`src/rtl/core/rbc_pkg.sv`:
```
package rbc_pkg;

   // field widths
   localparam int PIX_W   = 8;
   localparam int LEVEL_W = 9;
   localparam int LANES   = 3;

   // gain format: unsigned, GAIN_INT_BITS integer bits above the fraction
   localparam int GAIN_FRAC_BITS_DEFAULT = 16;
   localparam int GAIN_INT_BITS          = 8;

   // 259 * (c + 255) stays below 2^18, 255 * (259 - c) below 2^17
   localparam int NUMER_BASE_W = 18;
   localparam int DENOM_W      = 17;
   localparam int GAIN_NUM_K   = 259;
   localparam int GAIN_DEN_K   = 255;
   localparam int DENOM_OFFSET = 259;
   localparam int LEVEL_OFFSET = 255;

   // channel arithmetic constants
   localparam int CHAN_MID = 128;
   localparam int CHAN_MAX = 255;

   // configuration register map
   localparam int CSR_INDEX_W = 2;
   typedef logic [CSR_INDEX_W-1:0] csr_index_type;
   localparam csr_index_type REG_BRIGHTNESS = 2'd0;
   localparam csr_index_type REG_CONTRAST   = 2'd1;

   // contrast pattern that saturates to the most negative legal level
   localparam logic [LEVEL_W-1:0] LEVEL_PATTERN_MIN = 9'h100;
   localparam logic [LEVEL_W-1:0] LEVEL_LEGAL_MIN   = 9'h101;

   typedef logic [PIX_W-1:0] pix_type;

endpackage

```
`src/rtl/core/rbc_gain_div.sv`:
```
module rbc_gain_div #(
   parameter int GAIN_FRAC_BITS = rbc_pkg::GAIN_FRAC_BITS_DEFAULT
) (
   input  logic                                              clock,
   input  logic                                              reset,
   input  logic                                              start,
   input  logic signed [rbc_pkg::LEVEL_W-1:0]                level,
   output logic                                              busy,
   output logic [GAIN_FRAC_BITS+rbc_pkg::GAIN_INT_BITS-1:0] gain
);

   localparam int GAIN_W  = GAIN_FRAC_BITS + rbc_pkg::GAIN_INT_BITS;
   localparam int NUM_W   = rbc_pkg::NUMER_BASE_W + GAIN_FRAC_BITS;
   localparam int DEN_W   = rbc_pkg::DENOM_W;
   localparam int CNT_W   = $clog2(NUM_W + 1);
   localparam int LW      = rbc_pkg::LEVEL_W;

   logic [LW-1:0]         level_sat;
   logic signed [LW:0]    plus_wide;
   logic signed [LW+1:0]  minus_wide;
   logic [LW-1:0]         plus;
   logic [LW:0]           minus;
   logic [rbc_pkg::NUMER_BASE_W-1:0] num_base;
   logic [DEN_W-1:0]      den_start;

   logic [NUM_W-1:0]      num_ff, num_in;
   logic [DEN_W-1:0]      rem_ff, rem_in;
   logic [DEN_W-1:0]      den_ff;
   logic [CNT_W-1:0]      count_ff;
   logic                  busy_ff;
   logic [GAIN_W-1:0]     gain_ff;

   logic [DEN_W:0]        trial;
   logic [DEN_W:0]        trial_sub;
   logic                  trial_ge;

   // operand set-up: saturate the level, then the two constant products
   assign level_sat  = (level == rbc_pkg::LEVEL_PATTERN_MIN) ?
                       rbc_pkg::LEVEL_LEGAL_MIN : level;
   assign plus_wide  = $signed({level_sat[LW-1], level_sat}) +
                       (LW+1)'(rbc_pkg::LEVEL_OFFSET);
   assign minus_wide = (LW+2)'(rbc_pkg::DENOM_OFFSET) -
                       $signed({{2{level_sat[LW-1]}}, level_sat});
   assign plus       = plus_wide[LW-1:0];
   assign minus      = minus_wide[LW:0];
   assign num_base   = rbc_pkg::NUMER_BASE_W'(plus) *
                       rbc_pkg::NUMER_BASE_W'(rbc_pkg::GAIN_NUM_K);
   assign den_start  = DEN_W'(DEN_W'(minus) * DEN_W'(rbc_pkg::GAIN_DEN_K));

   // one restoring step per cycle, quotient bits shift into the numerator
   assign trial     = {rem_ff, num_ff[NUM_W-1]};
   assign trial_ge  = (trial >= {1'b0, den_ff});
   assign trial_sub = trial - {1'b0, den_ff};
   assign rem_in    = trial_ge ? trial_sub[DEN_W-1:0] : trial[DEN_W-1:0];
   assign num_in    = {num_ff[NUM_W-2:0], trial_ge};

   always_ff @(posedge clock) begin
      if (reset) begin
         busy_ff  <= 1'b0;
         count_ff <= '0;
         gain_ff  <= GAIN_W'(1) << GAIN_FRAC_BITS;
      end else if (start) begin
         busy_ff  <= 1'b1;
         count_ff <= CNT_W'(NUM_W);
         num_ff   <= {num_base, {GAIN_FRAC_BITS{1'b0}}};
         rem_ff   <= '0;
         den_ff   <= den_start;
      end else if (busy_ff) begin
         num_ff   <= num_in;
         rem_ff   <= rem_in;
         count_ff <= count_ff - 1'b1;
         if (count_ff == CNT_W'(1)) begin
            busy_ff <= 1'b0;
            gain_ff <= num_in[GAIN_W-1:0];
         end
      end
   end

   assign busy = busy_ff;
   assign gain = gain_ff;

endmodule

```
`src/rtl/core/rgb_brightness_contrast.sv`:
```
// rgb_brightness_contrast
// one rgb888 pixel in, one adjusted pixel out. each channel gets the signed
// brightness offset added and clamped to 0..255, then is scaled around 128 by
// the contrast gain (unsigned fixed point, GAIN_FRAC_BITS fraction bits),
// floored and clamped again.
// req_ channel: pixel transaction in, taken when req_valid is high and
//   req_stall is low. rsp_ channel: result transaction out, same rule.
// csr_ channel: index 0 brightness, 1 contrast, others ignored; written when
//   csr_valid and csr_ready are high.
// throughput: one pixel per cycle when not stalled. the input transaction
//   loads the input register, then the result register loads from it and
//   rsp_valid rises.
// a contrast write starts the gain divider, a restoring divider that retires
//   one quotient bit per cycle. while it runs, req_stall is high and
//   csr_ready is low.
// reset: brightness cleared, gain set to unity, pipeline emptied. there
//   is no clearing pass.
// rsp_stall holds the result register; the input register still takes one
//   more pixel, after which req_stall follows rsp_stall.
module rgb_brightness_contrast #(
   parameter int GAIN_FRAC_BITS = rbc_pkg::GAIN_FRAC_BITS_DEFAULT
) (
   input  logic                               clock,
   input  logic                               reset,
   // pixel in
   input  logic                               req_valid,
   output logic                               req_stall,
   input  logic [rbc_pkg::PIX_W-1:0]          req_pixel_red,
   input  logic [rbc_pkg::PIX_W-1:0]          req_pixel_green,
   input  logic [rbc_pkg::PIX_W-1:0]          req_pixel_blue,
   // pixel out
   output logic                               rsp_valid,
   input  logic                               rsp_stall,
   output logic [rbc_pkg::PIX_W-1:0]          rsp_out_red,
   output logic [rbc_pkg::PIX_W-1:0]          rsp_out_green,
   output logic [rbc_pkg::PIX_W-1:0]          rsp_out_blue,
   // register writes
   input  logic                               csr_valid,
   output logic                               csr_ready,
   input  logic [rbc_pkg::CSR_INDEX_W-1:0]    csr_index,
   input  logic [rbc_pkg::LEVEL_W-1:0]        csr_data
);

   localparam int GAIN_W = GAIN_FRAC_BITS + rbc_pkg::GAIN_INT_BITS;
   localparam int PW     = rbc_pkg::PIX_W;
   localparam int LW     = rbc_pkg::LEVEL_W;
   // signed gain times signed (v - 128)
   localparam int PROD_W = GAIN_W + 1 + LW;
   // floored quotient after dropping the fraction bits
   localparam int Q_W    = PROD_W - GAIN_FRAC_BITS;
   localparam int NL     = rbc_pkg::LANES;

   // configuration
   logic signed [LW-1:0]      brightness_ff;
   logic                      csr_write;
   logic                      gain_start;
   logic                      gain_busy;
   logic [GAIN_W-1:0]         gain;

   // pipeline control
   logic                      req_take;
   logic                      out_en;
   logic                      s1_valid_ff, s1_valid_in;
   logic                      rsp_valid_ff, rsp_valid_in;
   rbc_pkg::pix_type [NL-1:0] s1_pix_ff;
   rbc_pkg::pix_type [NL-1:0] rsp_pix_ff;

   // per-lane datapath
   logic signed [LW:0]        bright_sum [NL];
   logic [PW-1:0]             bright_clamp [NL];
   logic signed [LW-1:0]      centred [NL];
   logic signed [GAIN_W:0]    gain_s;
   logic signed [PROD_W-1:0]  prod [NL];
   logic signed [Q_W-1:0]     quot [NL];
   logic signed [Q_W:0]       shifted [NL];
   rbc_pkg::pix_type [NL-1:0] lane_out;

   // ---------------------------------------------------------------------
   // register writes; a contrast write kicks the gain divider
   // ---------------------------------------------------------------------
   assign csr_ready  = !gain_busy;
   assign csr_write  = csr_valid && csr_ready;
   assign gain_start = csr_write && (csr_index == rbc_pkg::REG_CONTRAST);

   always_ff @(posedge clock) begin
      if (reset) begin
         brightness_ff <= '0;
      end else if (csr_write) begin
         unique case (csr_index)
            rbc_pkg::REG_BRIGHTNESS: brightness_ff <= csr_data;
            default: ;
         endcase
      end
   end

   rbc_gain_div #(
      .GAIN_FRAC_BITS (GAIN_FRAC_BITS)
   ) u_gain_div (
      .clock (clock),
      .reset (reset),
      .start (gain_start),
      .level (csr_data),
      .busy  (gain_busy),
      .gain  (gain)
   );

   // ---------------------------------------------------------------------
   // two-register pipeline: input register, result register
   // ---------------------------------------------------------------------
   assign out_en    = !rsp_valid_ff || !rsp_stall;
   assign req_stall = gain_busy || (s1_valid_ff && !out_en);
   assign req_take  = req_valid && !req_stall;

   always_comb begin
      s1_valid_in = s1_valid_ff;
      if (req_take) begin
         s1_valid_in = 1'b1;
      end else if (out_en) begin
         s1_valid_in = 1'b0;
      end
      rsp_valid_in = out_en ? s1_valid_ff : rsp_valid_ff;
   end

   always_ff @(posedge clock) begin
      if (reset) begin
         s1_valid_ff  <= 1'b0;
         rsp_valid_ff <= 1'b0;
      end else begin
         s1_valid_ff  <= s1_valid_in;
         rsp_valid_ff <= rsp_valid_in;
      end
   end

   // payload registers, no reset needed
   always_ff @(posedge clock) begin
      if (req_take) begin
         s1_pix_ff <= {req_pixel_blue, req_pixel_green, req_pixel_red};
      end
      if (out_en && s1_valid_ff) begin
         rsp_pix_ff <= lane_out;
      end
   end

   // ---------------------------------------------------------------------
   // per channel: brightness add and clamp, contrast scale around mid grey,
   // floor by arithmetic shift, re-centre and clamp
   // ---------------------------------------------------------------------
   assign gain_s = $signed({1'b0, gain});

   always_comb begin
      for (int i = 0; i < NL; i++) begin
         bright_sum[i] = $signed({2'b00, s1_pix_ff[i]}) +
                         $signed({brightness_ff[LW-1], brightness_ff});
         if (bright_sum[i] < 0) begin
            bright_clamp[i] = '0;
         end else if (bright_sum[i] > (LW+1)'(rbc_pkg::CHAN_MAX)) begin
            bright_clamp[i] = PW'(rbc_pkg::CHAN_MAX);
         end else begin
            bright_clamp[i] = bright_sum[i][PW-1:0];
         end
         centred[i] = $signed({1'b0, bright_clamp[i]}) - LW'(rbc_pkg::CHAN_MID);
         prod[i]    = gain_s * centred[i];
         quot[i]    = prod[i][PROD_W-1:GAIN_FRAC_BITS];
         shifted[i] = $signed({quot[i][Q_W-1], quot[i]}) +
                      (Q_W+1)'(rbc_pkg::CHAN_MID);
         if (shifted[i] < 0) begin
            lane_out[i] = '0;
         end else if (shifted[i] > (Q_W+1)'(rbc_pkg::CHAN_MAX)) begin
            lane_out[i] = PW'(rbc_pkg::CHAN_MAX);
         end else begin
            lane_out[i] = shifted[i][PW-1:0];
         end
      end
   end

   assign rsp_valid     = rsp_valid_ff;
   assign rsp_out_red   = rsp_pix_ff[0];
   assign rsp_out_green = rsp_pix_ff[1];
   assign rsp_out_blue  = rsp_pix_ff[2];

   // ---------------------------------------------------------------------
   // checks
   // ---------------------------------------------------------------------
   // a contrast write always leaves the divider running
   assert property (@(posedge clock) disable iff (reset)
      gain_start |=> gain_busy)
      else $error("contrast write did not start the gain divider");

   // a held input register keeps its pixel while the result side is stalled
   assert property (@(posedge clock) disable iff (reset)
      (s1_valid_ff && !out_en) |=> (s1_valid_ff && $stable(s1_pix_ff)))
      else $error("input register lost a pixel under stall");

   // a result only appears after the input register held a pixel
   assert property (@(posedge clock) disable iff (reset)
      $rose(rsp_valid_ff) |-> $past(s1_valid_ff))
      else $error("result raised with no pixel in flight");

   // no pixel enters while the gain is being recomputed
   assert property (@(posedge clock) disable iff (reset)
      gain_busy |=> ($past(s1_valid_in) == s1_valid_ff) && !(req_take && gain_busy))
      else $error("pixel taken during gain update");

endmodule
```
`config.mk`:
```
export PLATFORM = sky130hd
export DESIGN_NAME = rgb_brightness_contrast
export DESIGN_NICKNAME = d
export VERILOG_FILES = /design/src/rtl/core/rbc_pkg.sv /design/src/rtl/core/rbc_gain_div.sv /design/src/rtl/core/rgb_brightness_contrast.sv
export SDC_FILE = /design/constraint.sdc
export NUM_CORES = 2
export LEC_CHECK = 0
export ABC_AREA = 1
export BUFFER_PORTS_ARGS = -buffer_cell sky130_fd_sc_hd__buf_2
export CAP_MARGIN = 0
export CORE_ASPECT_RATIO = 0.6
export CORE_MARGIN = 5
export CORE_UTILIZATION = 45
export DETAILED_ROUTE_END_ITERATION = 10
export HOLD_SLACK_MARGIN = 0.15
export MAX_ROUTING_LAYER = met4
export PLACE_DENSITY = 0.66
export SYNTH_ARGS = -nofsm -noshare
export SYNTH_HDL_FRONTEND = slang
export SYNTH_SLANG_ARGS = --single-unit
```
`constraint.sdc`:
```
create_clock -name clock -period 9.01 [get_ports clock]
set_clock_uncertainty 0.2 [all_clocks]
set_input_delay 1.802 -clock clock [delete_from_list [all_inputs] [get_ports clock]]
set_output_delay 1.802 -clock clock [all_outputs]
set_load 0.05 [all_outputs]
```
Word level (Yosys, flattened, before mapping)
Cells that the tools add are included.
{ "totals": {"register_bits": 158, "latchBits": 0, "mem_bits_rw": 0, "mem_bits_ro": 0, "input_bits": 40, "output_inout_bits": 27, "mem_count": 0} }
{ "classes": {"n_addsub": 13, "multipliers": 5, "div_mod_pow": 0, "order_cmp": 13, "eq_ne": 3, "shift": 0, "mux": 21, "bitwise_logic": 2, "n_reduce_logical": 20} }
{ "ops": {"columns": ["operator", "n"], "rows": [
  ["25-bit by 9-bit multiplier with 34-bit output", 3],
  ["8-bit 2-to-1 mux", 9],
  ["34-bit 2-to-1 mux", 2],
  ["18-bit by 9-bit adder with 19-bit output, second input constant", 3],
  ["19-bit by 9-bit greater-than comparator with 1-bit output, second input constant", 3],
  ["19-bit by 1-bit < comparator with 1-bit output, second input constant", 3],
  ["17-bit 2-to-1 mux", 2],
  ["9-bit by 9-bit adder with 10-bit output", 3],
  ["10-bit by 9-bit greater-than comparator with 1-bit output, second input constant", 3],
  ["10-bit by 1-bit < comparator with 1-bit output, second input constant", 3],
  ["8-bit by 8-bit subtractor with 9-bit output, second input constant", 3],
  ["18-bit by 17-bit greater-or-equal comparator with 1-bit output", 1],
  ["9-bit by 9-bit multiplier with 18-bit output, second input constant", 1],
  ["10-bit by 8-bit multiplier with 17-bit output, second input constant", 1],
  ["17-bit subtractor", 1],
  ["6-bit 2-to-1 mux", 2],
  ["10-bit by 9-bit subtractor with 10-bit output, first input constant", 1],
  ["9-bit adder, second input constant", 1],
  ["9-bit == test, second input constant", 1],
  ["9-bit 2-to-1 mux", 1],
  ["6-bit by 1-bit == test with 1-bit output, second input constant", 1],
  ["2-bit AND reduction", 3],
  ["6-bit by 1-bit subtractor with 6-bit output, second input constant", 1],
  ["1-bit logical AND", 5],
  ["9 further kinds", 20]
]} }

Logic depth before layout (Yosys ltp)
{ "logic_depth": {"ltp_word": 9, "ltp_mapped": 48, "depth_no_buf": 46} }

Modules after synthesis
From an unflattened synthesis, not the netlist that was laid out.
{ "hier_totals": {"cells_unflattened": 4248, "hier_area_um2": 33031.7} }
{ "by_module_without_submodules": {"columns": ["mod", "n_inst", "cells_per_inst", "area_each_um2"], "rows": [
  ["rgb_brightness_contrast", 1, 3257, 24923.9],
  ["rbc_gain_div", 1, 991, 8107.8]
]} }

Least setup slack after synthesis
Ideal clock, no wire load.
{ "synth_timing": {"path_type": "flip-flop to flip-flop", "from": "register brightness_ff[0]", "to": "register rsp_pix_ff, in the netlist rsp_out_green[0] (data pin)", "arrival_time_ns": 7.270, "t_required_ns": 8.560, "path_slack_ns": 1.290, "stages_incl_launch_ff": 46, "path_cell_list": "dfxtp_1 -> ha_1 -> inv_1 -> fa_1 -> o21ai_2 -> a21oi_1 -> or2_1 -> and2_2 -> clkbuf_1 -> nand2_1 -> nand2_1 -> inv_1 -> clkbuf_1 -> nand2_1 -> fa_1 -> inv_1 -> fa_1 -> fa_1 -> [... 10 more ...] -> nand2_1 -> nand2_1 -> nand2_1 -> inv_1 -> ha_1 -> inv_1 -> nor2_2 -> nand2_2 -> nor2_4 -> nand2_2 -> nor2_4 -> nand2_1 -> nand2_1 -> nand2_2 -> nor2_4 -> nand3_1 -> nand2_1 -> inv_1"} }
{ "synth_between": {"elab_chain_cells": 9} }
{ "synth_rtl": {"columns": ["element", "line_no", "rtl"], "rows": [
  ["start, declared", "rgb_brightness_contrast.sv:54", "logic signed [LW-1:0] brightness_ff;"],
  ["start signal, assigned", "rgb_brightness_contrast.sv:90", "rbc_pkg::REG_BRIGHTNESS: brightness_ff <= csr_data;"],
  ["9-bit by 9-bit adder with 10-bit output (*)", "rgb_brightness_contrast.sv:152", "bright_sum[i] = $signed({2'b00, s1_pix_ff[i]}) +"],
  ["10-bit by 9-bit greater-than comparator with 1-bit output", "rgb_brightness_contrast.sv:156", "end else if (bright_sum[i] > (LW+1)'(rbc_pkg::CHAN_MAX)) begin"],
  ["8-bit 2-to-1 mux", "rgb_brightness_contrast.sv:156", null],
  ["8-bit 2-to-1 mux (*)", "rgb_brightness_contrast.sv:154", "if (bright_sum[i] < 0) begin"],
  ["8-bit by 8-bit subtractor with 9-bit output (*)", "rgb_brightness_contrast.sv:161", "centred[i] = $signed({1'b0, bright_clamp[i]}) - LW'(rbc_pkg::CHAN_MID);"],
  ["25-bit by 9-bit multiplier with 34-bit output (*)", "rgb_brightness_contrast.sv:162", "prod[i] = gain_s * centred[i];"],
  ["18-bit by 9-bit adder with 19-bit output (*)", "rgb_brightness_contrast.sv:164", "shifted[i] = $signed({quot[i][Q_W-1], quot[i]}) +"],
  ["19-bit by 9-bit greater-than comparator with 1-bit output", "rgb_brightness_contrast.sv:168", "end else if (shifted[i] > (Q_W+1)'(rbc_pkg::CHAN_MAX)) begin"],
  ["8-bit 2-to-1 mux", "rgb_brightness_contrast.sv:168", null],
  ["end signal, assigned", "rgb_brightness_contrast.sv:140", "rsp_pix_ff <= lane_out;"],
  ["end, declared", "rgb_brightness_contrast.sv:66", "rbc_pkg::pix_type [NL-1:0] rsp_pix_ff;"]
]} }
Mark *: on every way between the ends. The rest lies on a longest branch, timed or not.
A chain may end at the register's enable or synchronous reset.

Worst setup path after layout
{ "layout_timing": {"from": "register brightness_ff[0]", "to": "register rsp_pix_ff, in the netlist rsp_out_blue[3] (data pin)"} }
Same word-level chain as after synthesis.

==> flow_summary.toml <==
[cts]
numCtsBuffers = 17
path_clk_slew_ns = 0.08
cts_tree = "built"
root_buffer = "clkbuf_16"
clk_latency_ns = 0.50
ctsLongestPathBuffers = 2
clkSinkCount = 158
cts_max_level = 4
holdBufCountCts = 0

[worst_setup_path]
crit_fanout = 38
rr_worst_depth = 39
cp-end-kind = "flip-flop"
worst-path-stages = 39
critical_path_buf_inv_count = 8
worst_ep_arrival_time_ns = 8.50
crit_type = "reg2reg"
critPathSlowestCell = "fa_1"
start_kind = "flip-flop"
slowest_delay_ns = 0.54
cp_top_family = "adder cells"
crit_top_cell = "nand2_1"
crit_required_ns = 9.06

[sta]
slew_headroom_pct = 32.6
setup-violations-final = 0
post-route-period-util_pct = 93.8
grt_setup_unrepaired = "no"
tns_ns = 0
clock.fmax_mhz = 118
layout_min_cycle_time_ns = 8.45
hold_violations = 0
worst_pin_slew_ns = 1.01
slew_violations = 0

[floorplan]
start_util_pct = 45.2
io_pins = 67
die_w_um = 356
dieArea_um2 = 77500
die_h_um = 218
rows = 76
core_um2 = 71500

[route]
ant_nets = 0
drt_wl_total_um = 94600
routedWlPerCell_um = 18.7
num_vias = 27100
vias_per_cell = 5.35
first_iter_violations = 2661
firstDrtPassIters = 6
drcViolationCount = 0

[layout]
syn2layout_area_growth_pct = 7.09
final_util_pct = 48.4
drive_gt1_share_pct = 6.88
layout.nets = 4978

[logic_synthesis]
ys_seq_elements = 158
ys_async_sr_fraction_pct = 0
synth.avg_cell_area_um2 = 7.99
seq_area_frac_synth_pct = 13.4
synth_common_cells = "nand2_1 (795), inv_1 (731), nor2_1 (570)"
ys_warn_count = 0
synth_edf_count = 116
synth.distinct_cells = 55
yosysTopAreaCellShare_pct = 31.5
yosysMostFrequentCell = "nand2_1"
mappedNetlistNets = 4955
synth_area_leaders = "fa_1 (31%), ha_1 (14%), edfxtp_1 (11%)"
synth-main-ff-cell = "edfxtp_1"
yosysTopAreaCell = "fa_1"
syn_area_um2 = 32300
synthCells = 4048

[hold_path]
hp-class = "reg2reg"
hold_depth = 2

[placed_design]
dp_hpwl_um = 75400
io_buffers = 66
gp_congestion = 0.996

[grt]
grt_pass1_vias = 26500
grt_pass1_wl_um = 152000
grtUsageTotal_pct = 25.9
grt_antenna_before_repair = 3
grt_overflow = 0
grt_start_max_net_pins = 52

[power_and_ir_drop]
power_leakage_nw = 18.2
internal_power_mw = 2.61
seqPwrFrac_pct = 16.9
p_comb_share_pct = 68.7
p_per_area_nw_per_um2 = 158
max-vdd-ir-drop_mv = 0.143
sw_frac_of_total_pct = 52.3
clockPowerShare_pct = 14.4
switchingPower_mw = 2.86

[status]
outcome = "completed"

[job]
max_cap_violations = 0
-- tightest hold or removal path, stage by stage, from the launching register on --
cell,delay [ns]
dfxtp_1,0.34
nand2_1,0.07
a21oi_1,0.06
-- sequential cells by signal (all words and copies together) (netlist names), 6 cells and up --
| signal | cells |
|---|---|
| brightness_ff | 9 |
| u_gain_div.gain | 24 |
| u_gain_div.den_ff | 17 |
| s1_pix_ff | 24 |
| u_gain_div.rem_ff | 17 |
| rsp_out_green | 8 |
| u_gain_div.num_ff | 34 |
| u_gain_div.count_ff | 6 |
| rsp_out_blue | 8 |
| rsp_out_red | 8 |
-- final cells by class --
cell class / instances / area (um^2)
Inverter: 740 / 2790
Tap cell: 975 / 1220
Timing Repair Buffer: 137 / 905
Multi-Input combinational cell: 3017 / 24800
Clock buffer: 17 / 425
Sequential cell: 158 / 4320
Clock inverter: 15 / 193
Fill cell: 6997 / 36900
Antenna cell: 2 / 5.00
-- layer usage --
metal / up-vias / part of all wire, % / GRT usage [%]
met5: - / 0 / -
met3: 137 / 14 / 8.35
met2: 1314 / 38 / 33.8
li1: 12600 / - / -
met4: 0 / 2.0 / 6.04
met1: 13000 / 47 / 38.6
-- cell families after synthesis --
logic type,after synthesis,synth area share (%)
adders and majority gates,867,45.4
xor gates and xnor gates,92,2.63
AOI/OAI and AO/OA,430,7.46
and+or+nand+nor,1628,21.0
DFF,158,13.4
buffers and inverters,873,10.1
-- stage by stage --
| stage | hold slack, ns | std cells | cell area [um^2] | setup WS (ns) | total power [mW] |
|---|---|---|---|---|---|
| 6_report | 0.305 | 5061 | 34600 | 0.558 | 5.47 |
| 5_1_grt | 0.333 | 5061 | 34600 | 0.00656 | 6.01 |
| 4_1_cts | 0.308 | 5057 | 34600 | 0.589 | 5.43 |
| 3_3_place_gp | 0.277 | 5025 | 33900 | 0.768 | 4.58 |
| 2_1_floorplan | 0.255 | 4048 | 32300 | 1.29 | 3.68 |
| 3_5_place_dp | 0.292 | 5025 | 33900 | 0.627 | 4.59 |
-- path summary, 6_finish.rpt --
check	startpoint	end	slack, ns
worst max-delay path	brightness_ff[0]	rsp_out_blue[3]	0.56
worst min-delay path	u_gain_div.count_ff[0]	u_gain_div.count_ff[0]	0.31
worst max register to register	brightness_ff[0]	rsp_out_blue[3]	0.56
worst min register to register	u_gain_div.count_ff[0]	u_gain_div.count_ff[0]	0.31
-- timing repair --
action | CTS | global route
buffers inserted | 0 | 2
gates resized for setup | 0 | 8
endpoints found under the setup margin | 0 | 16
-- power by group through the flow --
stage          clock, mW  combinational (mW)  sequential (mW)
6_report           0.785                3.76            0.926
5_1_grt            0.829                4.25            0.930
4_1_cts            0.803                3.71            0.926
3_5_place_dp           0                3.65            0.941
3_3_place_gp           0                3.64            0.941
2_1_floorplan          0                2.72            0.964
-- cell usage in the layout (no fill, tap or decap), types with 4 or more instances in the layout --
cell type   count
a211oi_1        8
a21boi_0        8
a21o_1          9
a21oi_1       175
a21oi_2         4
a31oi_1        52
buf_2          66
buf_4          67
clkbuf_16      17
clkinv_8        4
clkinvlp_4      6
dfxtp_1        42
edfxtp_1      116
fa_1          508
ha_1          359
inv_1         724
inv_2           9
inv_8           5
nand2_1       794
nand2_2        37
nand2_4         5
nand3_1       104
nand3_2         7
nand3b_1       12
nand4_1        25
nor2_1        569
nor2_2          9
nor2_4          9
nor3_1         25
nor3_2          4
nor4_1         15
o21a_1         10
o21ai_0       136
o21bai_1        8
o221a_2         7
xnor2_1        28
xor2_1         61
(Power assumes the default switching activity.)
